### config.mk
export PLATFORM = sky130hd
export DESIGN_NAME = fri_search
export DESIGN_NICKNAME = d
export VERILOG_FILES = /design/src/rtl/fri_pkg.sv /design/src/rtl/fri_search.sv
export SDC_FILE = /design/constraint.sdc
export NUM_CORES = 1
export LEC_CHECK = 0
export BUFFER_PORTS_ARGS = -buffer_cell sky130_fd_sc_hd__buf_2
export CAP_MARGIN = 20
export CORE_MARGIN = 1
export CORE_UTILIZATION = 26
export CTS_BUF_LIST = sky130_fd_sc_hd__clkbuf_8
export DETAILED_ROUTE_END_ITERATION = 10
export GPL_TIMING_DRIVEN = 0
export PLACE_DENSITY_LB_ADDON = 0.2
export RECOVER_POWER = 100
export SLEW_MARGIN = 20
export SYNTH_ARGS = -nofsm -noshare
export SYNTH_HDL_FRONTEND = slang
export SYNTH_SLANG_ARGS = --single-unit
### constraint.sdc
create_clock -name clk_i -period 12.4 [get_ports clk_i]
set_input_delay 1.24 -clock clk_i [delete_from_list [all_inputs] [get_ports clk_i]]
set_output_delay 1.24 -clock clk_i [all_outputs]
set_load 0.005 [all_outputs]
### src/rtl/fri_pkg.sv
// Shared types, codes and constants for the FASTA record indexer.
`default_nettype none

package fri_pkg;

  // Default sizing
  localparam int unsigned MAX_RECORDS_DEF   = 1024;
  localparam int unsigned POSITION_BITS_DEF = 32;

  // Fixed field widths of the item ports
  localparam int unsigned REC_W    = 10;
  localparam int unsigned OUT_W    = 32;
  localparam int unsigned IN_POS_W = 32;

  // Result queue sizing
  localparam int unsigned QUEUE_DEPTH = 4;
  localparam int unsigned QPTR_W      = $clog2(QUEUE_DEPTH);
  localparam int unsigned QCNT_W      = QPTR_W + 1;

  // Characters the parser reacts to
  localparam logic [7:0] CH_GT    = 8'h3E;
  localparam logic [7:0] CH_SEMI  = 8'h3B;
  localparam logic [7:0] CH_NL    = 8'h0A;
  localparam logic [7:0] CH_SPACE = 8'h20;
  localparam logic [7:0] CH_TAB   = 8'h09;
  localparam logic [7:0] CH_NUL   = 8'h00;
  localparam logic [7:0] CH_DEL   = 8'h7F;

  typedef enum logic [1:0] {
    MODE_BYTE   = 2'd0,
    MODE_EOF    = 2'd1,
    MODE_LOOKUP = 2'd2,
    MODE_NONE   = 2'd3
  } mode_e;

  typedef enum logic [2:0] {
    KIND_HEADER   = 3'd0,
    KIND_SEQUENCE = 3'd1,
    KIND_START    = 3'd2,
    KIND_HIT      = 3'd3,
    KIND_MISS     = 3'd4,
    KIND_ERROR    = 3'd5
  } kind_e;

  typedef enum logic [1:0] {
    PS_NEWLINE  = 2'd0,
    PS_HEADER   = 2'd1,
    PS_SEQUENCE = 2'd2,
    PS_COMMENT  = 2'd3
  } pstate_e;

  typedef enum logic {
    CT_IDLE   = 1'b0,
    CT_SEARCH = 1'b1
  } ctrl_e;

  typedef enum logic [1:0] {
    SR_IDLE  = 2'd0,
    SR_ISSUE = 2'd1,
    SR_WAIT  = 2'd2,
    SR_DONE  = 2'd3
  } search_e;

  typedef struct packed {
    logic [1:0]          mode;
    logic [7:0]          in_byte;
    logic [IN_POS_W-1:0] position;
  } in_item_t;

  typedef struct packed {
    logic [2:0]       kind;
    logic [7:0]       out_byte;
    logic [REC_W-1:0] record_index;
    logic [OUT_W-1:0] store_position;
    logic [OUT_W-1:0] local_offset;
    logic             last;
  } out_item_t;

endpackage

`default_nettype wire

### src/rtl/fri_search.sv
// Binary search over the sequence-end memory; each probe is a registered read followed by a compare.
`default_nettype none

module fri_search import fri_pkg::*; #(
  parameter int unsigned MAX_RECORDS   = MAX_RECORDS_DEF,
  parameter int unsigned POSITION_BITS = POSITION_BITS_DEF,
  localparam int unsigned AW   = $clog2(MAX_RECORDS),
  localparam int unsigned CW   = AW + 1,
  localparam int unsigned PW   = POSITION_BITS,
  localparam int unsigned CMPW = (PW > IN_POS_W) ? PW : IN_POS_W
) (
  input  logic                clk_i,
  input  logic                rst_ni,
  input  logic                start_i,
  input  logic [IN_POS_W-1:0] pos_i,
  input  logic [CW-1:0]       count_i,
  input  logic [PW-1:0]       last_end_i,
  output logic                rd_en_o,
  output logic [AW-1:0]       rd_addr_o,
  input  logic [PW-1:0]       rd_data_i,
  output logic                done_o,
  output out_item_t           result_o
);

  search_e             st_q, st_d;
  logic [CW-1:0]       lo_q, hi_q, mid;
  logic [AW-1:0]       mid_q;
  logic [PW-1:0]       prev_q, probe;
  logic [IN_POS_W-1:0] pos_q;
  logic                hit_q, miss;

  // Miss when the table is empty or the position is past the last end
  assign miss  = (count_i == '0) || (CMPW'(pos_i) >= CMPW'(last_end_i));
  assign mid   = lo_q + ((hi_q - lo_q) >> 1);
  // The open record's end lives in the fill register, not in memory
  assign probe = (mid_q == AW'(count_i - 1'b1)) ? last_end_i : rd_data_i;

  // Next state
  always_comb begin
    st_d = st_q;
    unique case (st_q)
      SR_IDLE:  if (start_i) st_d = miss ? SR_DONE : SR_ISSUE;
      SR_ISSUE: st_d = (lo_q < hi_q) ? SR_WAIT : SR_DONE;
      SR_WAIT:  st_d = SR_ISSUE;
      SR_DONE:  st_d = SR_IDLE;
      default:  st_d = SR_IDLE;
    endcase
  end

  // Outputs
  always_comb begin
    rd_en_o   = (st_q == SR_ISSUE) && (lo_q < hi_q);
    rd_addr_o = mid[AW-1:0];
    done_o    = (st_q == SR_DONE);
    result_o  = '0;
    result_o.last = 1'b1;
    if (hit_q) begin
      result_o.kind         = KIND_HIT;
      result_o.record_index = REC_W'(lo_q);
      result_o.local_offset = OUT_W'(PW'(CMPW'(pos_q) - CMPW'(prev_q)));
    end else begin
      result_o.kind = KIND_MISS;
    end
  end

  always_ff @(posedge clk_i or negedge rst_ni) begin
    if (!rst_ni) begin
      st_q <= SR_IDLE;
    end else begin
      st_q <= st_d;
    end
  end

  // Narrow the interval after each probe
  always_ff @(posedge clk_i) begin
    if (st_q == SR_IDLE && start_i) begin
      pos_q  <= pos_i;
      lo_q   <= '0;
      hi_q   <= count_i;
      prev_q <= '0;
      hit_q  <= !miss;
    end
    if (rd_en_o) begin
      mid_q <= mid[AW-1:0];
    end
    if (st_q == SR_WAIT) begin
      if (CMPW'(pos_q) < CMPW'(probe)) begin
        hi_q <= CW'(mid_q);
      end else begin
        lo_q   <= CW'(mid_q) + 1'b1;
        prev_q <= probe;
      end
    end
  end

  a_start_idle: assert property (@(posedge clk_i) disable iff (!rst_ni)
    start_i |-> (st_q == SR_IDLE))
    else $error("search started while busy");

  a_bounds: assert property (@(posedge clk_i) disable iff (!rst_ni)
    (st_q == SR_ISSUE) |-> (lo_q <= hi_q) && (hi_q <= count_i))
    else $error("search interval out of range");

  a_hit_index: assert property (@(posedge clk_i) disable iff (!rst_ni)
    (done_o && hit_q) |-> (lo_q < count_i))
    else $error("hit beyond record count");

endmodule

`default_nettype wire

---- Yosys cells after proc, flatten, opt, wreduce, memory -nomap -nowiden ----
Index checks and enable logic that the tools add are counted.
word-level totals
  register bits ........................... 99
  input port bits ......................... 110
  output and inout port bits .............. 98
  logic and storage cells ................. 43
operators by class
  $add $sub $neg .......................... 5
  $lt $le $gt $ge ......................... 3
  eq/ne operators ......................... 5
  mux-type cells .......................... 17
  reductions and logical operators ........ 6
operators with widths
  operator               count
  $mux 32                5
  $mux 11                6
  $ge 32x32->1           1
  $lt 32x32->1           1
  $sub 32x32->32         1
  $add 10x1->11 const B  1
  $logic_not 11->1       1
  $lt 11x11->1           1
  $sub 11x11->11         1
  $add 10x10->10         1
  $eq 10x10->1           1
  $mux 10                1
  $sub 10x1->10 const B  1
  $pmux 2 s4             1
  $eq 2x2->1 const B     2
  $mux 2                 2
  $mux 3                 1
  $eq 2x1->1 const B     1
  $logic_and 1x1->1      2
  $logic_not 2->1        1
  $ne 2x2->1 const B     1
  $logic_not 1->1        1
  $logic_or 1x1->1       1
  $mux 1                 1

---- Logic depth before layout (Yosys ltp) ----
  depth in word-level cells ............... 6
  gate-level depth with buffers ........... 20

---- Worst setup path after synthesis ----
No wires, ideal clock.
  kind .................................... input port to flip-flop
  from .................................... input count_i[1]
  to ...................................... register hi_q[1]
  arrival ................................. 5.365 ns
  data required time ...................... 12.279 ns
  setup slack ............................. 6.914 ns
  stages on the path ...................... 19
  buffers on the path ..................... 2
  cells stage by stage .................... inv_1 -> ha_1 -> nor3b_1 -> and2_1 -> xnor2_1 -> a2111o_1 -> nor2_1 -> buf_2 -> mux2i_1 -> ha_1 -> a211oi_1 -> o21ai_0 -> a211oi_1 -> o21ai_0 -> or3_1 -> a311oi_2 -> o311ai_1 -> buf_6 -> mux2_4
on the way
  cells in the longest elaborated chain, start to end .. 6
  elaborated cells between the ends (all ways) .. 7
  classes of those cells .................. add/sub (1); order compare (1); eq/ne (1); mux (4)
RTL lines
  element               line              source
  start, declared       fri_search.sv:16  input logic [CW-1:0] count_i,
  $sub 10x1->10         fri_search.sv:36  assign probe = (mid_q == AW'(count_i - 1'b1)) ? last_end_i : rd_data_i;
  $eq 10x10->1          fri_search.sv:36
  $mux 32               fri_search.sv:36
  $lt 32x32->1          fri_search.sv:87  if (CMPW'(pos_q) < CMPW'(probe)) begin
  $mux 11               fri_search.sv:87
  $mux 11 (*)           fri_search.sv:86  if (st_q == SR_WAIT) begin
  end signal, assigned  fri_search.sv:79  hi_q <= count_i;
  end signal, assigned  fri_search.sv:88  hi_q <= CW'(mid_q);
  end, declared         fri_search.sv:26  logic [CW-1:0] lo_q, hi_q, mid;
Every way passes the cells marked *; elsewhere a longest branch is shown, timed or not.
A chain may end at the register's enable or synchronous reset.

---- Worst setup path in the final report ----
  from .................................... input count_i[0]
  to ...................................... register lo_q[9]
on the way
  cells in the longest elaborated chain, start to end .. 6
RTL lines
  element               line              source
  $sub 10x1->10         fri_search.sv:36
  $eq 10x10->1          fri_search.sv:36
  $mux 32               fri_search.sv:36
  $lt 32x32->1          fri_search.sv:87
  $mux 11               fri_search.sv:87
  $mux 11               fri_search.sv:86
  end signal, assigned  fri_search.sv:90  lo_q <= CW'(mid_q) + 1'b1;
  end, declared         fri_search.sv:26
No other way between the ends.

==> summary.md <==
| Metric | Value |
|---|---|
| Setup Crit Path Kind | primary input to flop |
| Synthesis-to-finish area growth | 18.41% |
| Root Buffer | clkbuf_8 |
| Commonest non-fill, non-tap cell in the layout | ha_1 |
| Worst-Margin Slew | about 2600 ps |
| Nets | 1443 |
| RSZ-0062 raised after global routing | no |
| Layout Utilization | 0.3157 |
| Slowest cell on crit path | clkbuf_1 |
| P_leak | roughly 4.6 nW |
| Routability congestion estimate | 0.8337 |
| VDD IR max | around 0.00021 V |
| Die outline area | 34360 sq um |
| Final hold violations | 0 |
| Core area | around 33000 sq um |
| Starting density of the core | 0.2667 |
| Worst Skew | 25.21 ps |
| Initial antenna violation count | 0 |
| Grt ovf | 0 |
| Drt total wl | 26720 um |
| Deepest clock path buffer count | 2 |
| Die W | 185.4 um |
| Netlist cell types | 69 |
| Routed Antenna Nets | 0 |
| Die Ht | roughly 190 um |
| First-pass GRT wire length | 40090 um |
| Vias/cell | 4.502 |
| Most frequent cells in the layout | ha_1, nand2_1, inv_1 |
| Violated checks | capacitance limit, slew limit |
| Hold buffer count at cts | 0 |
| Crit share post-route | 0.6232 |
| CTS tree | yes |
| Max-Cap Viols | 1 |
| Clock Sinks | just under 100 |
| Crit-path max FO | 10 |
| Wirelength per Cell | about 16 um |
| Vias in the first global route | between 7k and 8k |
| Predominant post-synthesis flop cell | dfxtp_1 |
| Most frequent CP cell | clkbuf_1 |
| Pwr Density | 218.1 nW/um^2 |
| CTS buffer count | 9 |
| Max incr delay on CP | 880 ps |
| Slew headroom | -0.7188 |
| Buffers on Ports | 165 |
| Avg Cell Area, Syn | 8.751 sq um |
| GRT Util Overall | 0.1572 |
| CP Launch Type | primary input |
| Arr. time, crit path | 8070 ps |
| Number of synthesized register bits | 99 |
| F_max | 129.4 MHz |
| Routed vias | 7478 |
| # Post-CTS Setup Buffers | 0 |
| Req. time, crit path | 12740 ps |
| CP endpoint kind | flop |
| Sequential share of the synthesized area | 0.2771 |
| Final setup fails | 0 |
| Row cnt | 66 |
| Htree depth | 3 |
| 1st-pass router iterations | 5 |
| Layout cells sized above 1 | 0.1386 |
| Final Critical Period | 7727 ps |
| Reg2Reg Setup Slack | 5620 ps |
| Outcome | finished, violations left |
| Clock transition at path regs | 100 ps |
| Setup_tns | 0 ps |
| Post-Syn Area | 8742 sq um |
| Ant. Diodes | 0 |
| Crit path cell chain | clkbuf_1, inv_1, ha_1, nor3b_1, and2_0, xnor2_1, a2111o_1, nor2_1, clkbuf_1, mux2i_1, ha_1, nand4_1, nor2_1, o21ai_0, a31oi_1, or3_1, a311oi_1, nor4_1, clkbuf_1, clkbuf_1, mux2i_1 |
| Post-CTS resize count | 0 |
| Dpl hpwl | 21620 um |
| DRC viols | 0 |
| I/O pin count | 208 |
| Count of final max-slew check failures | 43 |
| Warnings from Yosys | 0 |
| Async set-reset flop share out of synthesis | 0.02020 |
| Post-synth EDFFs | 43 |
| Largest net degree at the start of global routing | 43 |
| Cells after Synth | 999 |
| 1st-iter DRT viols | approximately 360 |
| Worst-Skew Late Latency | 420 ps |
| Worst min-delay path category | flop to flop |
per-layer routing:
metal | wire (um) | part of all wire | GRT usage
met1 | 13110 | 0.49 | 0.2140
met2 | 11750 | 0.44 | 0.2478
met3 | 1317 | 0.049 | 0.02949
met4 | 545 | 0.020 | 0.05091
met5 | 0 | 0 | 0
report_power, final:
part           leakage [nW]  switching (mW)  internal (mW)  total [mW]
sequential            0.867          0.0795          0.491       0.570
combinational          3.59           0.814          0.602        1.42
clock                 0.123           0.132          0.140       0.272
total                  4.58            1.03           1.23        2.26
logic make-up (layout without fill, tap and decap cells):
group	count (synthesis)	count (layout)	share of synthesized area
simple gates	265	265	0.1413
compound gates	198	198	0.1480
buf+inv	173	354	0.09775
fa+ha+maj	119	119	0.1729
flops	99	99	0.2771
mux	90	90	0.1091
xor+xnor	53	53	0.05310
other cells	2	41	0.0008591
sequential cells by signal (all words and copies together) (netlist names):
signal and count:
pos_q 32, prev_q 32, mid_q 10, lo_q 11, hit_q 1, hi_q 11
st_q 2
synthesized netlist by cell type (5+ instances only):
master    number  share of area
a21o_1        33          0.028
a31oi_1        6         0.0043
nor3b_1        6         0.0052
buf_2          5         0.0029
nand3_1       18          0.010
and3_1         6         0.0043
mux2i_1       78          0.089
a21oi_1       55          0.031
o211ai_1       6         0.0052
nand4_1       13         0.0093
inv_1        104          0.045
o21ai_0       41          0.023
o21a_1         9         0.0077
nand2b_1       7         0.0050
clkbuf_1      15         0.0064
a211oi_1       6         0.0052
buf_4         43          0.037
nor2_1        64          0.027
ha_1         116           0.17
dfxtp_1       54           0.12
nor3_1        15         0.0086
xnor2_1       27          0.027
nor2b_1        7         0.0050
edfxtp_1      43           0.15
nand2_1      107          0.046
mux2_4        10          0.017
and2_1         5         0.0036
xor2_1        26          0.026
buf_6          5         0.0064
o21bai_1       5         0.0043
worst max-delay path, delay by kind of cell:
family | cells | cell delay, ps
xor gates and xnor gates | 1 | 100
buffers and inverters | 5 | 2320
AOI/OAI and AO/OA | 4 | 990
and+or+nand+nor | 7 | 2160
adders and majority gates | 2 | 620
muxes | 2 | 610
path summary, 6_finish.rpt:
path	from	to	cells past startpoint
setup / recovery	count_i[0]	lo_q[9]$_DFF_P_	21
hold / removal	prev_q[28]$_DFF_P_	prev_q[28]$_DFF_P_	2
setup reg to reg	mid_q[5]$_DFFE_PP_	lo_q[9]$_DFF_P_	19
hold reg to reg	prev_q[28]$_DFF_P_	prev_q[28]$_DFF_P_	2
max in group asynchronous	rst_ni	st_q[0]$_DFFE_PN0P_	1
min in group asynchronous	rst_ni	st_q[1]$_DFFE_PN0P_	1
final cells by class:
class | instances | area, sq um
plain buffers | 69 | 424.2
clock buffers | 10 | 137.6
clock inverters | 6 | 111.4
fillers | 3526 | 22430
inverters | 104 | 390.4
multi-input cells | 766 | 5572
flip-flops and latches | 99 | 2422
well taps | 442 | 553.0
repair buffers | 165 | 740.7
through the flow:
step	total power, mW	cells	worst slack (ps)	hold slack [ps]	area (sq um)
after global routing	2.471	1661	4124	477.8	10350
after detailed placement	2.043	1645	5190	450.6	10270
after floorplan	1.574	1038	6914	434.7	8889
after CTS	2.333	1661	5639	464.8	10520
final	2.258	1661	4673	459.1	10350
after global placement	2.036	1645	5061	443.0	10270
No activity file was read; power rests on OpenSTA's default activity.
