**src/rtl/fri_pkg.sv**
```systemverilog
// Shared types, codes and constants for the FASTA record indexer.
`default_nettype none

package fri_pkg;

  // Default sizing
  localparam int unsigned MAX_RECORDS_DEF   = 1024;
  localparam int unsigned POSITION_BITS_DEF = 32;

  // Fixed field widths of the item ports
  localparam int unsigned REC_W    = 10;
  localparam int unsigned OUT_W    = 32;
  localparam int unsigned IN_POS_W = 32;

  // Result queue sizing
  localparam int unsigned QUEUE_DEPTH = 4;
  localparam int unsigned QPTR_W      = $clog2(QUEUE_DEPTH);
  localparam int unsigned QCNT_W      = QPTR_W + 1;

  // Characters the parser reacts to
  localparam logic [7:0] CH_GT    = 8'h3E;
  localparam logic [7:0] CH_SEMI  = 8'h3B;
  localparam logic [7:0] CH_NL    = 8'h0A;
  localparam logic [7:0] CH_SPACE = 8'h20;
  localparam logic [7:0] CH_TAB   = 8'h09;
  localparam logic [7:0] CH_NUL   = 8'h00;
  localparam logic [7:0] CH_DEL   = 8'h7F;

  typedef enum logic [1:0] {
    MODE_BYTE   = 2'd0,
    MODE_EOF    = 2'd1,
    MODE_LOOKUP = 2'd2,
    MODE_NONE   = 2'd3
  } mode_e;

  typedef enum logic [2:0] {
    KIND_HEADER   = 3'd0,
    KIND_SEQUENCE = 3'd1,
    KIND_START    = 3'd2,
    KIND_HIT      = 3'd3,
    KIND_MISS     = 3'd4,
    KIND_ERROR    = 3'd5
  } kind_e;

  typedef enum logic [1:0] {
    PS_NEWLINE  = 2'd0,
    PS_HEADER   = 2'd1,
    PS_SEQUENCE = 2'd2,
    PS_COMMENT  = 2'd3
  } pstate_e;

  typedef enum logic {
    CT_IDLE   = 1'b0,
    CT_SEARCH = 1'b1
  } ctrl_e;

  typedef enum logic [1:0] {
    SR_IDLE  = 2'd0,
    SR_ISSUE = 2'd1,
    SR_WAIT  = 2'd2,
    SR_DONE  = 2'd3
  } search_e;

  typedef struct packed {
    logic [1:0]          mode;
    logic [7:0]          in_byte;
    logic [IN_POS_W-1:0] position;
  } in_item_t;

  typedef struct packed {
    logic [2:0]       kind;
    logic [7:0]       out_byte;
    logic [REC_W-1:0] record_index;
    logic [OUT_W-1:0] store_position;
    logic [OUT_W-1:0] local_offset;
    logic             last;
  } out_item_t;

endpackage

`default_nettype wire

```
**src/rtl/fri_parser.sv**
```systemverilog
// FASTA byte parser: record state, fill counters and the sequence-end writes.
`default_nettype none

module fri_parser import fri_pkg::*; #(
  parameter int unsigned MAX_RECORDS   = MAX_RECORDS_DEF,
  parameter int unsigned POSITION_BITS = POSITION_BITS_DEF,
  localparam int unsigned AW = $clog2(MAX_RECORDS),
  localparam int unsigned CW = AW + 1,
  localparam int unsigned PW = POSITION_BITS
) (
  input  logic          clk_i,
  input  logic          rst_ni,
  input  logic          in_valid_i,
  output logic          in_stall_o,
  input  in_item_t      in_item_i,
  input  logic          room_i,
  output logic          search_start_o,
  output logic [CW-1:0] count_o,
  output logic [PW-1:0] last_end_o,
  input  logic          search_done_i,
  input  out_item_t     search_result_i,
  output logic          mem_we_o,
  output logic [AW-1:0] mem_waddr_o,
  output logic [PW-1:0] mem_wdata_o,
  output logic          push_a_o,
  output logic          push_b_o,
  output out_item_t     item_a_o,
  output out_item_t     item_b_o
);

  ctrl_e         ctrl_q, ctrl_d;
  pstate_e       pstate_q, pstate_d;
  logic [CW-1:0] count_q, count_d;
  logic [PW-1:0] hfill_q, hfill_d, sfill_q, sfill_d;
  logic          failed_q, failed_d;
  logic          accept, has_rec, printable, va, vb;
  logic [7:0]    b;
  logic [REC_W-1:0] rec_cur;
  out_item_t     ra, rb;

  function automatic out_item_t mk(input kind_e k, input logic [7:0] v,
                                   input logic [REC_W-1:0] r,
                                   input logic [OUT_W-1:0] s);
    out_item_t t;
    t.kind           = k;
    t.out_byte       = v;
    t.record_index   = r;
    t.store_position = s;
    t.local_offset   = '0;
    t.last           = 1'b0;
    return t;
  endfunction

  assign accept    = in_valid_i && !in_stall_o;
  assign b         = in_item_i.in_byte;
  assign has_rec   = (count_q != '0);
  assign rec_cur   = REC_W'(count_q - 1'b1);
  assign printable = (b >= CH_SPACE) && (b <= CH_DEL);
  assign count_o    = count_q;
  assign last_end_o = sfill_q;
  assign search_start_o = accept && (in_item_i.mode == MODE_LOOKUP);

  // Control next state
  always_comb begin
    ctrl_d = ctrl_q;
    unique case (ctrl_q)
      CT_IDLE:   if (search_start_o) ctrl_d = CT_SEARCH;
      CT_SEARCH: if (search_done_i) ctrl_d = CT_IDLE;
      default:   ctrl_d = CT_IDLE;
    endcase
  end

  // Control outputs
  always_comb begin
    in_stall_o = !((ctrl_q == CT_IDLE) && room_i);
  end

  // Parse one item and form its results
  always_comb begin
    pstate_d    = pstate_q;
    count_d     = count_q;
    hfill_d     = hfill_q;
    sfill_d     = sfill_q;
    failed_d    = failed_q;
    va          = 1'b0;
    vb          = 1'b0;
    ra          = '0;
    rb          = '0;
    mem_we_o    = 1'b0;
    mem_waddr_o = AW'(count_q - 1'b1);
    mem_wdata_o = sfill_q + 1'b1;
    if (accept) begin
      case (in_item_i.mode) inside
        MODE_BYTE, MODE_EOF: begin
          if (failed_q) begin
            va = 1'b1;
            ra = mk(KIND_ERROR, CH_NUL, '0, '0);
          end else if (in_item_i.mode == MODE_EOF) begin
            pstate_d = PS_NEWLINE;
            if (has_rec) begin
              va      = 1'b1;
              ra      = mk(KIND_SEQUENCE, CH_NUL, rec_cur, OUT_W'(sfill_q));
              sfill_d = sfill_q + 1'b1;
            end
          end else begin
            unique case (pstate_q)
              PS_COMMENT: begin
                if (b == CH_NL) pstate_d = PS_NEWLINE;
              end
              PS_NEWLINE: begin
                if (b == CH_GT) begin
                  if (count_q == CW'(MAX_RECORDS)) begin
                    failed_d = 1'b1;
                    va       = 1'b1;
                    ra       = mk(KIND_ERROR, CH_NUL, '0, '0);
                  end else begin
                    pstate_d = PS_HEADER;
                    count_d  = count_q + 1'b1;
                    if (has_rec) begin
                      // Close the previous sequence and commit its end
                      va       = 1'b1;
                      ra       = mk(KIND_SEQUENCE, CH_NUL, rec_cur, OUT_W'(sfill_q));
                      sfill_d  = sfill_q + 1'b1;
                      mem_we_o = 1'b1;
                      vb       = 1'b1;
                      rb       = mk(KIND_START, CH_NUL, REC_W'(count_q), OUT_W'(hfill_q));
                    end else begin
                      va = 1'b1;
                      ra = mk(KIND_START, CH_NUL, REC_W'(count_q), OUT_W'(hfill_q));
                    end
                  end
                end else if (b == CH_SEMI) begin
                  pstate_d = PS_COMMENT;
                end else if (printable) begin
                  pstate_d = PS_SEQUENCE;
                  if (has_rec) begin
                    va      = 1'b1;
                    ra      = mk(KIND_SEQUENCE, b, rec_cur, OUT_W'(sfill_q));
                    sfill_d = sfill_q + 1'b1;
                  end
                end
              end
              PS_HEADER: begin
                if (b == CH_SEMI || b == CH_NL) begin
                  pstate_d = (b == CH_SEMI) ? PS_COMMENT : PS_NEWLINE;
                  if (has_rec) begin
                    va      = 1'b1;
                    ra      = mk(KIND_HEADER, CH_NUL, rec_cur, OUT_W'(hfill_q));
                    hfill_d = hfill_q + 1'b1;
                  end
                end else if (printable || b == CH_TAB) begin
                  if (has_rec) begin
                    va      = 1'b1;
                    ra      = mk(KIND_HEADER, b, rec_cur, OUT_W'(hfill_q));
                    hfill_d = hfill_q + 1'b1;
                  end
                end
              end
              default: begin
                if (b == CH_SEMI) begin
                  pstate_d = PS_COMMENT;
                end else if (b == CH_NL) begin
                  pstate_d = PS_NEWLINE;
                end else if (printable && has_rec) begin
                  va      = 1'b1;
                  ra      = mk(KIND_SEQUENCE, b, rec_cur, OUT_W'(sfill_q));
                  sfill_d = sfill_q + 1'b1;
                end
              end
            endcase
          end
        end
        default: ;
      endcase
    end
    // Mark the final result of the item
    if (vb) begin
      rb.last = 1'b1;
    end else if (va) begin
      ra.last = 1'b1;
    end
  end

  // Hand results to the queue; a finished lookup uses the first lane
  always_comb begin
    push_a_o = va || search_done_i;
    push_b_o = vb;
    item_a_o = search_done_i ? search_result_i : ra;
    item_b_o = rb;
  end

  always_ff @(posedge clk_i or negedge rst_ni) begin
    if (!rst_ni) begin
      ctrl_q   <= CT_IDLE;
      pstate_q <= PS_NEWLINE;
      count_q  <= '0;
      hfill_q  <= '0;
      sfill_q  <= '0;
      failed_q <= 1'b0;
    end else begin
      ctrl_q   <= ctrl_d;
      pstate_q <= pstate_d;
      count_q  <= count_d;
      hfill_q  <= hfill_d;
      sfill_q  <= sfill_d;
      failed_q <= failed_d;
    end
  end

  a_lookup_holds: assert property (@(posedge clk_i) disable iff (!rst_ni)
    (accept && in_item_i.mode == MODE_LOOKUP) |=> in_stall_o)
    else $error("input taken during lookup");

  a_write_has_rec: assert property (@(posedge clk_i) disable iff (!rst_ni)
    mem_we_o |-> (count_q != '0) && (count_q < CW'(MAX_RECORDS)))
    else $error("sequence end written without open record");

  a_failed_single: assert property (@(posedge clk_i) disable iff (!rst_ni)
    (accept && failed_q && (in_item_i.mode == MODE_BYTE || in_item_i.mode == MODE_EOF))
      |-> (push_a_o && !push_b_o && !mem_we_o && count_d == count_q))
    else $error("failed block changed state");

endmodule

`default_nettype wire

```
**config.mk**
```make
export PLATFORM = sky130hd
export DESIGN_NAME = fri_parser
export DESIGN_NICKNAME = d
export VERILOG_FILES = /design/src/rtl/fri_pkg.sv /design/src/rtl/fri_parser.sv
export SDC_FILE = /design/constraint.sdc
export NUM_CORES = 1
export LEC_CHECK = 0
export ABC_AREA = 1
export BUFFER_PORTS_ARGS = -buffer_cell sky130_fd_sc_hd__buf_2
export CORE_AREA = 2 2 156 158
export DETAILED_ROUTE_END_ITERATION = 10
export DIE_AREA = 0 0 158 160
export HOLD_SLACK_MARGIN = 0.1
export PLACE_DENSITY = 0.73
export SETUP_SLACK_MARGIN = 0.02
export SLEW_MARGIN = 20
export SYNTH_ARGS = -nofsm -noshare
export SYNTH_HDL_FRONTEND = slang
export SYNTH_SLANG_ARGS = --single-unit
```
**constraint.sdc**
```tcl
create_clock -name clk_i -period 3.55 [get_ports clk_i]
set_input_delay 0.71 -clock clk_i [delete_from_list [all_inputs] [get_ports clk_i]]
set_output_delay 0.71 -clock clk_i [all_outputs]
set_load 0.005 [all_outputs]
```
-- Yosys cells after proc, flatten, opt, wreduce, memory -nomap -nowiden
Cells that the tools add are included.
- add/sub/neg operators: 4
- $lt $le $gt $ge: 2
- eq/ne operators: 17
- mux-type cells: 83
- bitwise operators: 4
- reductions and logical operators: 21
- operator list (kind ; count):
    86-bit two-way mux ; 11
    84-bit two-way mux ; 7
    85-bit two-way mux ; 6
    32-bit two-way mux ; 12
    86-bit one-hot mux with 3 select lines ; 1
    83-bit two-way mux ; 2
    75-bit two-way mux ; 1
    32-bit by 1-bit adder with 32-bit output (second input constant) ; 2
    32-bit one-hot mux with 2 select lines ; 1
    1-bit two-way mux ; 30
    2-bit two-way mux ; 9
    8-bit by 4-bit == test with 1-bit output (second input constant) ; 2
    8-bit by 6-bit == test with 1-bit output (second input constant) ; 2
    6-bit AND reduction ; 2
    11-bit by 1-bit adder with 11-bit output (second input constant) ; 1
    11-bit == test (second input constant) ; 1
    11-bit nonzero test ; 1
    10-bit AND reduction ; 1
    10-bit by 1-bit subtractor with 10-bit output (second input constant) ; 1
    8-bit by 6-bit >= comparator with 1-bit output (second input constant) ; 1
    8-bit by 7-bit <= comparator with 1-bit output (second input constant) ; 1
    4-bit != test (second input constant) ; 2
    7-bit AND reduction ; 1
    3-bit by 2-bit != test with 1-bit output (second input constant) ; 2
    other kinds (17) ; 31
- flip-flop bits (word level): 79
- input port bits: 133
- output and inout port bits: 262
- word-level logic and storage cells: 137

-- Depth between registers and ports, before layout
- word-level depth: 14
- mapped depth: 15
- gate-level depth less buffers: 14

-- Least setup slack after synthesis
OpenSTA, ideal clock, no wires.
- path type: input -> output
- start: input port in_item_i[38] in the netlist's numbering
- end: output port item_b_o[44] in the netlist's numbering
- arrival: 1.976 ns
- required time: 2.840 ns
- path slack: 0.864 ns
- stages: 12
- buffers on the path: 1
- path through: nor2_2 -> nand2_2 -> inv_2 -> nand2_2 -> nor2_2 -> inv_2 -> nor2_8 -> nand2_4 -> nor2_4 -> inv_2 -> buf_6 -> nor2_1
- RTL lines (what ; line ; source):
    start, declared ; fri_parser.sv:15 ; input in_item_t in_item_i,
    end, declared ; fri_parser.sv:28 ; output out_item_t item_b_o

==> impl_metrics.csv <==
group,metric,value,unit
clock_tree,cts_tree,"done",
power_and_ir_drop,total_power,2.23,mW
sta,finClkSkew,0.00870,ns
sta,slew_headroom,57.3,%
flow_run,maxCapViolCount,0,
die,die_y,160,µm
sta,rsz0062_at_grt,"no",
synthesis,yosysUniqueCellTypes,44,
place,placedInstanceArea,9540,µm²
critical_path,worstSetupEndpointType,"output pin",
die,row_count,57,
critical_path,crit-reg2reg-launch,"count_o[1]$_DFFE_PN0P_",
die,die_width,158,µm
clock_tree,cts_root_buffer,"clkbuf_16",
critical_path,cp.arrival,2.60,ns
synthesis,postSynthCellCount,1259,
final_layout,nFillCells,2635,
clock_tree,clk_pin_slew,0.07,ns
detailed_routing,ant_nets,0,
detailed_routing,num_vias,9078,
critical_path,required,2.84,ns
sta,worst_pin_slew,0.635,ns
die,ios,395,
die,coreArea,23800,µm²
clock_tree,clockBufferDepth,2,
final_layout,finish.utilization,41.6,%
detailed_routing,route.detailed.drc,0,
critical_path,critPathMaxFanout,30,
sta,final.setup.tns,0,ns
global_route,grt_max_degree,89,
critical_path,startpoint,"count_o[1]$_DFFE_PN0P_",
synthesis,synthFlopType,"dfrtp_1",
synthesis,netlist_area,7800,µm²
sta,finalCriticalPeriod,3.31,ns
global_route,grt_usage,25.3,%
global_route,grt_pass1_wl,48600,µm
final_layout,syn_to_final_growth,27.0,%
final_layout,design_area,9900,µm²
power_and_ir_drop,ir_drop,206,µV
place,dp_hpwl,26100,µm
power_and_ir_drop,powerDensity,225,nW/µm²
sta,finalMaxSlewViolations,0,
detailed_routing,drt-wirelength-per-cell,17.2,µm
sta,hold_violations,0,
power_and_ir_drop,leakagePower,5.67,nW
clock_tree,postCtsHoldBufs,0,
sta,max_freq,303,MHz
critical_path,worst_r2r_endpoint,"last_end_o[29]$_DFFE_PN0P_",
sta,period_share,93.1,%
global_route,grt_pass1_vias,8436,
clock_tree,htreeDepth,3,
detailed_routing,vias_per_cell,4.79,
clock_tree,cts_made_buffers,9,
status,status,"finished, final reports clean",
clock_tree,clk_latency,0.35,ns
detailed_routing,drt_pass1_iterations,5,
detailed_routing,drt_wl_total,32600,µm
place,numPortBuffers,320,
die,initial_core_util,32.7,%
global_route,grt_overflow_total,0,
final_layout,final_common_cell,"nand2_1",
detailed_routing,drtIter0Drc,634,
synthesis,synth_seq_cells,79,
critical_path,worst_r2r_path_depth,13,
synthesis,ys_seq_area_share,25.4,%
global_route,antenna_found_initial,4,
synthesis,synthArstFlopShare,100,%
min_path,hold_path.class,"in2async",
sta,hold_ws,0.206,ns
critical_path,r2r_setup_slack,1.21,ns
place,gp_congestion,0.917,
synthesis,synth_edf_count,0,
die,die_area,25300,µm²
synthesis,syn_avg_cell_area,6.19,µm²
clock_tree,cts_sinks,79,
final_layout,multi_input_area,4760,µm²
critical_path,path_class,"reg2out",
synthesis,ys_warn_count,0,
critical_path,crit_path_start_kind,"register",
final_layout,drive_above_1_share,27.6,%
final_layout,nNetsFinal,1705,
final_layout,final_cell_mix,"443 x nand2_1, 318 x buf_2, 151 x inv_1, 109 x nor2_1, 85 x nand3_1",
final_layout,seq_area,1980,µm²
sta,setup_viol,0,
Yosys cell counts, types with 2 or more instances:
library cell | instances | share of area, %
nand2_1 | 444 | 21
o22ai_1 | 2 | 0.16
xnor2_1 | 3 | 0.34
buf_1 | 6 | 0.29
buf_4 | 50 | 4.8
or2_2 | 2 | 0.16
nor2_1 | 109 | 5.2
nor2_2 | 14 | 1.1
and3_1 | 3 | 0.24
nor2_8 | 2 | 0.51
nand2_2 | 9 | 0.72
a21oi_2 | 4 | 0.45
nor3_4 | 2 | 0.42
nand4_1 | 17 | 1.4
buf_6 | 10 | 1.4
a21oi_1 | 4 | 0.26
nand3b_1 | 3 | 0.29
nor3_1 | 47 | 3.0
inv_2 | 16 | 0.77
o21ai_2 | 2 | 0.22
nand2_4 | 4 | 0.58
nor3_2 | 4 | 0.51
nand3_1 | 85 | 5.5
inv_1 | 151 | 7.3
a31oi_1 | 2 | 0.16
nor2_4 | 10 | 1.4
xor2_1 | 70 | 7.9
nand3_2 | 4 | 0.51
dfrtp_1 | 79 | 25
nor4_1 | 8 | 0.64
o21ai_1 | 21 | 1.3
buf_2 | 6 | 0.39
ha_1 | 7 | 1.1
clkbuf_1 | 12 | 0.58
o21ai_0 | 38 | 2.4
routing by layer:
metal / share of wire (%) / track usage (%) / up-vias
met1: 40 / 30.9 / 4160
li1: - / - / 4431
met5: 0 / 0 / -
met3: 7.3 / 4.91 / 64
met4: 4.5 / 11.8 / 0
met2: 48 / 42.7 / 423
timing repair:
item,4_1_cts,5_1_grt
pin swaps,0,0
endpoints found under the setup margin,6,33
buffers inserted,0,3
resized for setup,1,5
gates cloned,0,0
how the worst max path moves through the flow:
stage,end,cells after the start
floorplan,item_b_o[44],12
global placement,item_a_o[64],16
detailed placement,item_a_o[64],16
CTS,item_a_o[64],16
global route,item_a_o[64],16
finish,item_a_o[63],16
cells by family after synthesis:
kind of cell	count (synthesis)	synth area share (%)
AND/OR/NAND/NOR	768	43.9
buffers and inverters	254	15.7
flip-flops	79	25.4
AO/OA/AOI/OAI	76	5.46
XOR/XNOR	74	8.41
adder cells (fa/ha/maj)	7	1.12
other	1	0.0481
critical path, stage by stage (launching register included):
cell and delay, ns:
dfrtp_1 0.38, inv_1 0.08, ha_2 0.23, nand2_2 0.10, nor2_4 0.17, nand3_4 0.18
buf_4 0.22, nand2_1 0.05, inv_1 0.05, nand3_1 0.08, nand2_2 0.08, buf_12 0.16
nand2_1 0.09, nand2_1 0.09, nand2_1 0.08, nand2_1 0.04, buf_2 0.14
stage by stage:
stage | cells | setup slack, ns
after floorplan | 1300 | 0.864
after global placement | 1875 | 0.297
after detailed placement | 1875 | 0.294
after CTS | 1890 | 0.0881
after global routing | 1895 | 0.0408
final | 1897 | 0.244
sequential cells by signal, summed over array words and instances (netlist names):
| register | count |
|---|---|
| ctrl_q | 1 |
| pstate_q | 2 |
| last_end_o | 32 |
| count_o | 11 |
| failed_q | 1 |
| hfill_q | 32 |
power by group:
group	switching, mW	total, mW	internal (mW)
sequential	0.000260	0.901	0.900
combinational	0.186	0.300	0.114
clock	0.416	1.03	0.612
total	0.602	2.23	1.63
area by class of cell:
class                           instances  share of cell area [%]
Sequential cell                        79                    20.0
Timing Repair Buffer                  339                    18.2
Clock buffer                            9                    2.27
Multi-Input combinational cell        967                    48.1
Antenna cell                            4                   0.101
Clock inverter                          6                   0.872
Tap cell                              324                    4.09
Inverter                              169                    6.48
(Power assumes the default switching activity.)
