===== src/rtl/fri_pkg.sv =====
// Shared types, codes and constants for the FASTA record indexer.
`default_nettype none

package fri_pkg;

  // Default sizing
  localparam int unsigned MAX_RECORDS_DEF   = 1024;
  localparam int unsigned POSITION_BITS_DEF = 32;

  // Fixed field widths of the item ports
  localparam int unsigned REC_W    = 10;
  localparam int unsigned OUT_W    = 32;
  localparam int unsigned IN_POS_W = 32;

  // Result queue sizing
  localparam int unsigned QUEUE_DEPTH = 4;
  localparam int unsigned QPTR_W      = $clog2(QUEUE_DEPTH);
  localparam int unsigned QCNT_W      = QPTR_W + 1;

  // Characters the parser reacts to
  localparam logic [7:0] CH_GT    = 8'h3E;
  localparam logic [7:0] CH_SEMI  = 8'h3B;
  localparam logic [7:0] CH_NL    = 8'h0A;
  localparam logic [7:0] CH_SPACE = 8'h20;
  localparam logic [7:0] CH_TAB   = 8'h09;
  localparam logic [7:0] CH_NUL   = 8'h00;
  localparam logic [7:0] CH_DEL   = 8'h7F;

  typedef enum logic [1:0] {
    MODE_BYTE   = 2'd0,
    MODE_EOF    = 2'd1,
    MODE_LOOKUP = 2'd2,
    MODE_NONE   = 2'd3
  } mode_e;

  typedef enum logic [2:0] {
    KIND_HEADER   = 3'd0,
    KIND_SEQUENCE = 3'd1,
    KIND_START    = 3'd2,
    KIND_HIT      = 3'd3,
    KIND_MISS     = 3'd4,
    KIND_ERROR    = 3'd5
  } kind_e;

  typedef enum logic [1:0] {
    PS_NEWLINE  = 2'd0,
    PS_HEADER   = 2'd1,
    PS_SEQUENCE = 2'd2,
    PS_COMMENT  = 2'd3
  } pstate_e;

  typedef enum logic {
    CT_IDLE   = 1'b0,
    CT_SEARCH = 1'b1
  } ctrl_e;

  typedef enum logic [1:0] {
    SR_IDLE  = 2'd0,
    SR_ISSUE = 2'd1,
    SR_WAIT  = 2'd2,
    SR_DONE  = 2'd3
  } search_e;

  typedef struct packed {
    logic [1:0]          mode;
    logic [7:0]          in_byte;
    logic [IN_POS_W-1:0] position;
  } in_item_t;

  typedef struct packed {
    logic [2:0]       kind;
    logic [7:0]       out_byte;
    logic [REC_W-1:0] record_index;
    logic [OUT_W-1:0] store_position;
    logic [OUT_W-1:0] local_offset;
    logic             last;
  } out_item_t;

endpackage

`default_nettype wire


===== src/rtl/fri_queue.sv =====
// Small result queue: takes up to two items a cycle, hands out one while the output is not stalled.
`default_nettype none

module fri_queue import fri_pkg::*; (
  input  logic      clk_i,
  input  logic      rst_ni,
  input  logic      push_a_i,
  input  logic      push_b_i,
  input  out_item_t item_a_i,
  input  out_item_t item_b_i,
  output logic      room_o,
  output logic      out_valid_o,
  input  logic      out_stall_i,
  output out_item_t out_item_o
);

  out_item_t         slot_q [QUEUE_DEPTH];
  logic [QPTR_W-1:0] wr_q, wr_d, rd_q, rd_d;
  logic [QCNT_W-1:0] cnt_q, cnt_d;
  logic              pop;

  assign out_valid_o = (cnt_q != '0);
  assign out_item_o  = slot_q[rd_q];
  assign pop         = out_valid_o && !out_stall_i;
  // Room for a full pair of results
  assign room_o      = (cnt_q <= QCNT_W'(QUEUE_DEPTH - 2));

  // Advance pointers and fill count
  always_comb begin
    wr_d  = wr_q + QPTR_W'(push_a_i) + QPTR_W'(push_b_i);
    rd_d  = rd_q + QPTR_W'(pop);
    cnt_d = cnt_q + QCNT_W'(push_a_i) + QCNT_W'(push_b_i) - QCNT_W'(pop);
  end

  always_ff @(posedge clk_i or negedge rst_ni) begin
    if (!rst_ni) begin
      wr_q  <= '0;
      rd_q  <= '0;
      cnt_q <= '0;
    end else begin
      wr_q  <= wr_d;
      rd_q  <= rd_d;
      cnt_q <= cnt_d;
    end
  end

  // Store pushed items in the free slots
  always_ff @(posedge clk_i) begin
    if (push_a_i) begin
      slot_q[wr_q] <= item_a_i;
    end
    if (push_b_i) begin
      slot_q[QPTR_W'(wr_q + 1'b1)] <= item_b_i;
    end
  end

  a_pair_order: assert property (@(posedge clk_i) disable iff (!rst_ni)
    push_b_i |-> push_a_i)
    else $error("second result pushed without first");

  a_no_overflow: assert property (@(posedge clk_i) disable iff (!rst_ni)
    cnt_q <= QCNT_W'(QUEUE_DEPTH))
    else $error("result queue overflow");

  a_empty_ptrs: assert property (@(posedge clk_i) disable iff (!rst_ni)
    (cnt_q == '0) |-> (wr_q == rd_q))
    else $error("empty queue with pointers apart");

endmodule

`default_nettype wire


===== config.mk =====
export PLATFORM = sky130hd
export DESIGN_NAME = fri_queue
export DESIGN_NICKNAME = d
export VERILOG_FILES = /design/src/rtl/fri_pkg.sv /design/src/rtl/fri_queue.sv
export SDC_FILE = /design/constraint.sdc
export NUM_CORES = 1
export LEC_CHECK = 0
export BUFFER_PORTS_ARGS = -buffer_cell sky130_fd_sc_hd__buf_2
export CAP_MARGIN = 20
export CORE_ASPECT_RATIO = 0.75
export CORE_MARGIN = 2
export CORE_UTILIZATION = 52
export DETAILED_ROUTE_END_ITERATION = 7
export HOLD_SLACK_MARGIN = 0.08
export PLACE_DENSITY = 0.77
export SLEW_MARGIN = 15
export SYNTH_ARGS = -nofsm -noshare
export SYNTH_HDL_FRONTEND = slang
export SYNTH_SLANG_ARGS = --single-unit

===== constraint.sdc =====
create_clock -name clk_i -period 6.65 [get_ports clk_i]
set_input_delay 0.3325 -clock clk_i [delete_from_list [all_inputs] [get_ports clk_i]]
set_output_delay 0.3325 -clock clk_i [all_outputs]
set_load 0.02 [all_outputs]

# [Word level (Yosys, flattened, before mapping)]
# Memory sizes are Yosys's and may differ from the RTL's.
# Cells that the tools add are included.
[word_totals] mem_bits_rw=344 register_bits=7 out_inout_bits=88 word_cells=19 inputBits=177 n_memories=1
[mem_list] name="slot_q" words=4 word_bits=86 read_ports=1 rd_ports_with_merged_regs=0 wr=2 line_no="fri_queue.sv:17" text="out_item_t slot_q [QUEUE_DEPTH];"
[op_classes] addsub=7 magnitude_cmp=1 n_reduce_logical=3 n_mux=4
[ops] op="$add A2 B1 Y2" count=3
[ops] op="$add A3 B1 Y3" count=2
[ops] op="$mux W1" count=4
[ops] op="$le A3 B2 Y1 const B" count=1
[ops] op="$reduce_bool A3 Y1" count=1
[ops] op="$sub A3 B1 Y3" count=1
[ops] op="$add A2 B1 Y2 const B" count=1
[ops] op="$logic_and A1 B1 Y1" count=1
[ops] op="$logic_not A1 Y1" count=1

# [Depth between registers and ports, before layout]
# Gate-level depths: netlist (run 1).
[logic_depth] depth_word=3 mapped_depth=7 depth_no_buf=7

# [Least setup slack after synthesis (run 1)]
# No wires, ideal clock.
[synth_path] kind="register to register" start="register wr_q[0]" end="memory slot_q[2][0] in the netlist's numbering (enable)" path_stages_with_launch=4 setup_slack_ns=-0.720 arrival_time_ns=6.721 path_cell_list="dfrtp_1 buf_4 nand2b_1 o21ai_0"
[synth_rtl] element="from (decl)" line_no="fri_queue.sv:18" text="logic [QPTR_W-1:0] wr_q, wr_d, rd_q, rd_d;"
[synth_rtl] element="from (signal assigned)" line_no="fri_queue.sv:41" text="wr_q <= wr_d;"
[synth_rtl] element="to (decl)" line_no="fri_queue.sv:17"

==> results by group, run 1 <==
Synthesis
  • Most area-hungry cell type in the Yosys netlist: edfxtp_1
  • Synthesized Nets: roughly 1100
  • Flops & latches, synth: ~350
  • EDFF count, synth: about 340
  • Post-synthesis mux area share: 0.343
  • Main synth FF type: edfxtp_1
  • Synth Area in Compound Gates: 0.00133
  • Main combinational cell family by area after synthesis: multiplexers
  • Register area share after synthesis: 0.620
  • Netlist cell types: 24
  • Xor/xnor share of the synthesized area: 0.00155
  • Cell count after synthesis: 869
  • Cell with the most instances after synthesis: edfxtp_1
  • Area of the mapped netlist: 0.0170 mm^2
  • Yosys warns: 0
  • Syn Area/Cell: ~20 um^2
  • Top post-synthesis cells by count: 344 x edfxtp_1, 304 x mux2_2, 86 x mux4_2
  • Post-synth top area share: 0.609
  • Area share of fa/ha/maj cells after synthesis: 0.00576
  • FFs w/ async S/R, synth: 0.0199
  • Simple-gate share of the synthesized area: 0.00531
  • Synth area leaders: edfxtp_1 61%, mux2_2 20%, mux4_2 11%

Worst setup path
  • CP max FO: 45
  • Worst endpoint required time: about 6.3 ns
  • CP max stage delay: 1.07 ns
  • Critical path type: reg2out
  • CP arrival: 3.28 ns
  • Top delay family on crit path: flip-flops
  • Slowest CP cell: dfrtp_4
  • Critical path buffers and inverters: 2
  • Startpoint types: flip-flop
  • Critical path, cell by cell: buf_4 > mux4_2 > buf_2
  • Critical Path Sink Type: output port

Pwr
  • Maximum vdd drop: between 200 and 250 uV
  • Leak pwr: ~7 nW
  • Total power draw: 9.01 mW
  • PwrDens: around 460 mW/mm^2

STA
  • Min cycle time layout: 3.61 ns
  • Final hold vios: 0
  • Final WS setup: a little over 3 ns
  • Slew @ Worst Pin: 1.13 ns
  • Unrepaired setup endpoints after global routing: no
  • Slew headroom: 0.244
  • Setup tns final: 0 ns
  • Final setup fails: 0
  • Final Slew Violations: 0
  • Clock Skew: between 0.009 and 0.01 ns
  • Final Cycle Share: 0.543
  • Max Clk Rate: 277 MHz

Clock network
  • Clk slew on worst S/H paths: 0.06 ns
  • CTS H-tree depth: 2
  • CTS sink count: 351
  • Post-CTS resize count: 0
  • TritonCTS clock tree: built
  • Clock buffer depth: 3
  • CTS Root Cell: clkbuf_16
  • Clk_lat worst skew: 0.51 ns
  • CTS Buf Count: 36
  • Setup Fix Bufs, Post-CTS: 0

Detailed routing
  • Remaining antenna violation count: 0
  • Drt first-iter violations: 672
  • Vias post-DR: 9130
  • Wirelength per Cell: 23.8 um
  • DRC Markers: 0
  • TritonRoute pass-1 iters: 5
  • Final wirelength: approximately 38000 um
  • Drt via density: 5.70

Floorplanning
  • Row cnt: 57
  • Initial Util: 0.526
  • # IOs: 265
  • Core Footprint: 0.0322 mm^2
  • Die H: 160 um
  • Die Wd: 213 um
  • Die area: between 0.03 and 0.04 mm^2

Cells and area
  • Nets: 1313
  • Share of cells above drive strength 1: 0.627
  • Layout area overhead: 16.8%
  • Design area: 0.0198 mm^2
  • Fillers: between 2000 and 2500
  • Final std cells w/o fill: ~1600

Global route
  • Grt total ovfl: 0
  • Initial antenna violation count: 11
  • Global-route usage over all layers: 0.228
  • Largest net degree at the start of global routing: a little over 70
  • First-pass GRT wire length: just under 60000 um
  • Vias in the first global route: 9802

Placed design
  • Cells after DPL: 1531
  • Final GP Congestion: 0.741
  • Placement Cell Area: 0.0187 mm^2
  • DP HPWL: 22800 um
  • Pre-CTS WS: roughly 3.4 ns
  • Port bufs: 264

Outcome
  • Status: finished clean

Hold path
  • Worst hold path class: in2reg

Flow run
  • Max-cap viol count: 0
==> where the power goes <==
part / internal [mW] / leakage [nW] / switching [mW]
combinational: 1.52 / 3.27 / 1.98
sequential: 3.36 / 3.30 / 0.297
clock: 1.06 / 0.507 / 0.797
==> routing by layer <==
layer | GRT usage | wire (um)
met1 | 0.314 | 16400
met2 | 0.369 | 18200
met3 | 0.0571 | 2760
met4 | 0.0505 | 635
met5 | 0 | 58
==> area by class of cell <==
cell class	count	area, um^2	share of cell area
Sequential cell	351	10500	0.531
Inverter	6	22.5	0.00114
Clock buffer	49	971	0.0490
Tap cell	442	553	0.0279
Multi-Input combinational cell	453	6100	0.308
Timing Repair Buffer	282	1540	0.0777
Clock inverter	12	78.8	0.00398
Antenna cell	7	17.5	0.000885
==> placed cells by master (no fill, tap or decap), types with 3 or more instances in the layout <==
master	Yosys	layout
ha_1	3	3
clkinv_2	0	3
buf_16	0	4
clkinv_1	0	7
buf_4	11	13
edfxtp_1	344	344
clkbuf_16	0	37
dfrtp_1	7	5
mux2_1	40	40
fa_1	3	3
diode_2	0	7
inv_1	6	6
mux4_2	86	86
mux2_2	304	304
buf_2	32	264
clkbuf_1	7	12
==> cells by family after synthesis <==
| family | after synthesis |
|---|---|
| adder cells (fa/ha/maj) | 6 |
| AO/OA/AOI/OAI | 4 |
| buffers and inverters | 65 |
| AND/OR/NAND/NOR | 9 |
| XOR/XNOR | 3 |
| multiplexers | 431 |
| flip-flops | 351 |
==> path summary, 6_finish.rpt <==
check                              from              to  slack [ns]  cells past startpoint
hold reg to reg                cnt_q[0]        cnt_q[0]        0.57                      1
hold / removal             item_a_i[68]   slot_q[1][68]        0.15                      2
setup / recovery                rd_q[0]  out_item_o[65]        3.04                      3
max in group asynchronous        rst_ni         rd_q[0]        6.22                      2
setup reg to reg                wr_q[1]   slot_q[2][63]        3.37                      4
min in group asynchronous        rst_ni        cnt_q[1]        0.24                      2
==> per-stage QoR <==
step	hold slack, ns	util
floorplan	0.0369	-
global placement	0.181	0.577
detailed placement	0.178	0.579
CTS	0.107	0.612
global route	0.121	0.614
finish	0.147	0.614
==> worst reg2reg max path: stages (launching register included) <==
cell	delay (ns)
dfrtp_1	0.58
nand3b_4	0.77
buf_4	0.70
o21ai_4	0.16
buf_4	0.65
==> flip-flops by register name (all words and copies together) (netlist names) <==
register and cells:
rd_q 2, wr_q 2, cnt_q 3, slot_q 344
==> timing repair <==
item,CTS,global route
endpoints found under the setup margin,0,0
hold buffers,1,0
endpoints found under the hold margin,7,0
Power figures use the tool's default switching activity.
==> inputs of run 2 (changes only) <==
==> constraint.sdc (replaced) <==
create_clock -name clk_i -period 3.3 [get_ports clk_i]
set_input_delay 0.165 -clock clk_i [delete_from_list [all_inputs] [get_ports clk_i]]
set_output_delay 0.165 -clock clk_i [all_outputs]
set_load 0.02 [all_outputs]
==> results by group, run 2 (synthesized netlist as in run 1, its figures left out) <==
Outcome
  • Status: finished clean

Placed design
  • Placement Cell Area: 0.0188 mm^2
  • DP HPWL: 22800 um
  • Cells after DPL: 1537
  • Pre-CTS WS: 1.07 ns
  • Port bufs: 264
  • Final GP Congestion: around 0.78

STA
  • Final Slew Violations: 0
  • Final hold vios: 0
  • Unrepaired setup endpoints after global routing: no
  • Clock Skew: around 0.0091 ns
  • Final setup fails: 0
  • Min cycle time layout: 2.81 ns
  • Max Clk Rate: roughly 360 MHz
  • Final Cycle Share: 0.851
  • Slew headroom: 0.462
  • Slew @ Worst Pin: 0.806 ns
  • Final WS setup: approximately 0.49 ns

Pwr
  • Maximum vdd drop: 865 uV
  • Clk network pwr share: 0.208
  • Logic pwr share: 0.409
  • Total power draw: between 15 and 20 mW
  • Seq pwr share: 0.383
  • Internal Power: 12.5 mW
  • Switch share: 0.338
  • Switch Pwr: 6.40 mW
  • PwrDens: 842 mW/mm^2
  • Leak pwr: 8.24 nW

Cells and area
  • Final std cells w/o fill: 1861
  • Commonest non-fill, non-tap cell in the layout: edfxtp_1
  • Nets: 1578
  • Design area: 0.0225 mm^2
  • Layout area overhead: 32.7%
  • Top reg by flops: slot_q
  • Share of cells above drive strength 1: 0.516
  • Most frequent cells in the layout: 344 x edfxtp_1, 304 x mux2_2, 264 x buf_2
  • Top Registers: slot_q: 344 flops, cnt_q: 3 flops
  • Largest register FFs: between 300 and 400

Floorplanning
  • Die area: 0.0341 mm^2
  • Row cnt: 57
  • Core Footprint: 0.0322 mm^2
  • # IOs: 265
  • Die Wd: 213 um
  • Initial Util: 0.526
  • Die H: about 160 um

Clock network
  • Hold Buf Count CTS: around 260
  • Clk_lat worst skew: about 0.51 ns
  • CTS Root Cell: clkbuf_16
  • TritonCTS clock tree: built
  • CTS H-tree depth: 2
  • Post-CTS resize count: 0
  • Setup Fix Bufs, Post-CTS: 0
  • Clk slew on worst S/H paths: roughly 0.060 ns
  • CTS Buf Count: 36
  • Clock buffer depth: 3
  • CTS sink count: between 300 and 400

Global route
  • Largest net degree at the start of global routing: 87
  • Initial antenna violation count: 2
  • Grt total ovfl: 0
  • Vias in the first global route: about 11000
  • Global-route usage over all layers: 0.245
  • First-pass GRT wire length: 63700 um

Detailed routing
  • Wirelength per Cell: 22.2 um
  • Remaining antenna violation count: 0
  • DRC Markers: 0
  • Drt first-iter violations: 706
  • Final wirelength: 41300 um
  • Drt via density: ~5.5
  • TritonRoute pass-1 iters: 5
  • Vias post-DR: 10300

Worst setup path
  • Critical path type: reg2reg
  • Worst endpoint required time: 3.55 ns
  • Critical Path Sink Type: flip-flop
  • CP max FO: 30
  • CP arrival: 3.06 ns
  • Startpoint types: flip-flop

Flow run
  • Max-cap viol count: 0

Hold path
  • Worst hold path class: in2reg
==> run 2: cell count changes in the layout (fill, tap and decap cells not counted), sizes merged <==
cell | before | now
bufinv | 1 | 3
dlygate4sd3 | 1 | 262
clkbuf | 49 | 45
clkinv | 10 | 13
diode | 7 | 1
buf | 281 | 285
clkinvlp | 1 | 0
==> run 2: metrics by stage <==
| stage | utilization | TNS [ns] | hold WS [ns] |
|---|---|---|---|
| after floorplan | - | -20.66 | -0.131 |
| after global routing | 0.698 | 0 | 0.147 |
| after CTS | 0.698 | 0 | 0.0954 |
| after detailed placement | 0.582 | 0 | 0.00927 |
| final | 0.698 | 0 | 0.119 |
| after global placement | 0.582 | 0 | 0.0115 |
==> run 2: path summary, 6_finish.rpt <==
path                            startpoint           end  slack (ns)  cells after the start
worst max register to register     wr_q[1]  slot_q[2][4]        0.49                      4
worst max-delay path               wr_q[1]  slot_q[2][4]        0.49                      4
worst min register to register    cnt_q[0]      cnt_q[0]        0.60                      1
min in group asynchronous           rst_ni       rd_q[0]        0.63                      3
max in group asynchronous           rst_ni       rd_q[1]        2.40                      3
worst min-delay path              push_b_i       wr_q[0]        0.12                      2
==> run 2: power groups by stage <==
stage,clock (mW),sequential (mW),combinational (mW)
final,3.94,7.26,7.74
after global routing,4.20,7.37,8.21
after CTS,4.01,7.27,7.78
after detailed placement,0,7.35,7.32
after global placement,0,7.29,7.27
after floorplan,0,7.11,5.25
==> run 2: critical path, cell delays in order (launching register included) <==
cell           delay (ns)
dfrtp_1              0.68
nand3b_4             0.43
buf_4                0.48
mux2_2               0.40
dlygate4sd3_1        0.56
==> run 2: layout make-up <==
| cell class | instances | area, um^2 |
|---|---|---|
| flip-flops and latches | 351 | 10500 |
| fillers | 2116 | 9740 |
| multi-input cells | 453 | 6100 |
| repair buffers | 547 | 4200 |
| clock buffers | 45 | 956 |
| well taps | 442 | 553 |
| clock inverters | 16 | 148 |
| inverters | 6 | 22.5 |
| diodes | 1 | 2.50 |
==> run 2: routing by layer <==
layer | global-route usage | up-vias | part of all wire
li1 | - | 4626 | -
met1 | 0.318 | 5354 | 0.42
met2 | 0.424 | 290 | 0.51
met3 | 0.0530 | 44 | 0.057
met4 | 0.0553 | 2 | 0.013
met5 | 0 | - | 0.00032
==> inputs of run 3 (changes only) <==
--- a/config.mk
+++ b/config.mk
@@ -9,10 +9,11 @@
 export CAP_MARGIN = 20
 export CORE_ASPECT_RATIO = 0.75
 export CORE_MARGIN = 2
-export CORE_UTILIZATION = 52
+export CORE_UTILIZATION = 53
+export CTS_BUF_LIST = sky130_fd_sc_hd__clkbuf_4 sky130_fd_sc_hd__clkbuf_8
 export DETAILED_ROUTE_END_ITERATION = 7
 export HOLD_SLACK_MARGIN = 0.08
-export PLACE_DENSITY = 0.77
+export PLACE_DENSITY = 0.78
 export SLEW_MARGIN = 15
 export SYNTH_ARGS = -nofsm -noshare
 export SYNTH_HDL_FRONTEND = slang
==> results by group, run 3 (synthesized netlist as in run 1, its figures left out) <==
Placed design
  • Final GP Congestion: roughly 0.76
  • DP HPWL: 23300 um
  • Placement Cell Area: 0.0188 mm^2
  • Port bufs: 264

STA
  • Final hold vios: 0
  • Final Slew Violations: 0
  • Unrepaired setup endpoints after global routing: no
  • Final setup fails: 0
  • Slew headroom: 0.466
  • Slew @ Worst Pin: 0.801 ns
  • Final Cycle Share: 0.876
  • Worst hold slack: about 0.43 ns
  • Max Clk Rate: between 300 and 400 MHz
  • Min cycle time layout: 2.89 ns
  • Clock Skew: around 0.019 ns

Cells and area
  • Commonest non-fill, non-tap cell in the layout: edfxtp_1
  • Share of cells above drive strength 1: 0.530
  • Largest register FFs: 344
  • FF/Latch Area: 0.0105 mm^2
  • Fillers: ~1900
  • Design area: 0.0225 mm^2
  • Top reg by flops: slot_q
  • Layout area overhead: 32.6%
  • Most frequent cells in the layout: 344 x edfxtp_1, 304 x mux2_2, 264 x dlygate4sd3_1, 264 x buf_2, 86 x mux4_2
  • Area of the multi-input gates: a little over 0.006 mm^2
  • Top Registers: slot_q: 344 flops, cnt_q: 3 flops
  • Post-Route Utilization: 0.716
  • Nets: approximately 1600

Clock network
  • CTS Root Cell: clkbuf_8
  • Setup Fix Bufs, Post-CTS: 0
  • Clock buffer depth: 3
  • CTS Buf Count: 56
  • CTS H-tree depth: 2
  • CTS sink count: 351
  • Clk_lat worst skew: 0.62 ns
  • Clk slew on worst S/H paths: ~0.060 ns
  • TritonCTS clock tree: built

Global route
  • First-pass GRT wire length: 66900 um
  • Global-route usage over all layers: 0.261
  • Initial antenna violation count: 4
  • Grt total ovfl: 0
  • Vias in the first global route: ~12000
  • Largest net degree at the start of global routing: 64

Floorplanning
  • Core Footprint: 0.0314 mm^2
  • Die H: around 160 um
  • Row cnt: between 50 and 60
  • Die area: 0.0335 mm^2
  • # IOs: 265
  • Die Wd: 211 um
  • Initial Util: 0.540

Pwr
  • Logic pwr share: 0.412
  • Internal Power: 12.2 mW
  • Maximum vdd drop: 529 uV
  • Seq pwr share: 0.396
  • Leak pwr: a little over 8 nW
  • Switch Pwr: 6.54 mW
  • PwrDens: 833 mW/mm^2
  • Switch share: 0.350
  • Clk network pwr share: 0.192

Outcome
  • Status: finished clean

Worst setup path
  • CP arrival: approximately 3.3 ns
  • Startpoint types: flip-flop
  • Worst endpoint required time: ~3.7 ns
  • Critical path type: reg2reg
  • Worst r2r path cells: 4
  • Critical Path Sink Type: flip-flop
  • CP max FO: 28

Detailed routing
  • Drt via density: 5.67
  • Drt first-iter violations: 903
  • DRC Markers: 0
  • Final wirelength: 43000 um
  • TritonRoute pass-1 iters: 5
  • Max Used Layer: met4
  • Vias post-DR: 10600
  • Met1 Wirelength: 17700 um
  • Met3 wire len: 2800 um
  • Wirelength per Cell: around 23 um
  • Remaining antenna violation count: 0
  • DR WL met2: 21600 um

Hold path
  • Worst hold path class: in2reg
  • Hold Path Depth: 3

Flow run
  • Max-cap viol count: 0
## run 3: layout make-up
type	count	area share
multi-input combinational	453	0.272
timing repair buffer	553	0.190
sequential	351	0.468
tap	406	0.0226
antenna	4	0.000445
clock inverter	18	0.00379
clock buffer	81	0.0426
inverter	6	0.00100
## run 3: through the flow
| step | setup slack, ns | std cells | TNS [ns] | power, mW |
|---|---|---|---|---|
| after floorplan | -0.120 | 869 | -20.66 | 12.4 |
| after CTS | 0.349 | 1868 | 0 | 18.8 |
| after global routing | 0.258 | 1871 | 0 | 19.5 |
| final | 0.408 | 1872 | 0 | 18.7 |
| after detailed placement | 0.979 | 1505 | 0 | 14.7 |
| after global placement | 1.02 | 1505 | 0 | 14.6 |
## run 3: metal layers
| layer | track usage | up-vias |
|---|---|---|
| met4 | 0.0791 | 0 |
| met2 | 0.440 | 409 |
| met1 | 0.341 | 5441 |
| met5 | 0 | - |
| li1 | - | 4696 |
| met3 | 0.0564 | 68 |
## run 3: worst paths after layout
| kind | to | from | slack (ns) |
|---|---|---|---|
| setup / recovery | slot_q[2][30] | wr_q[1] | 0.41 |
| hold / removal | slot_q[0][68] | item_b_i[68] | 0.43 |
| setup reg to reg | slot_q[2][30] | wr_q[1] | 0.41 |
| hold reg to reg | cnt_q[0] | cnt_q[0] | 0.58 |
| max in group asynchronous | rd_q[0] | rst_ni | 2.47 |
| min in group asynchronous | wr_q[1] | rst_ni | 0.55 |
## run 3: timing repair
| action | in CTS | in global routing |
|---|---|---|
| endpoints found under the hold margin | 357 | 0 |
| gates resized for setup | 0 | 0 |
| hold buffers | 264 | 0 |
## run 3: power by group through the flow
stage	logic, mW	clock network, mW	registers (mW)
5_1_grt	8.15	3.83	7.54
3_3_place_gp	7.18	0	7.43
3_5_place_dp	7.24	0	7.50
6_report	7.71	3.59	7.41
4_1_cts	7.72	3.65	7.41
2_1_floorplan	5.25	0	7.11
## run 3: worst max-delay path, stage by stage, from the launching register on
cell	delay, ns
dfrtp_1	0.70
nand3b_4	0.58
buf_4	0.40
mux2_2	0.37
dlygate4sd3_1	0.56
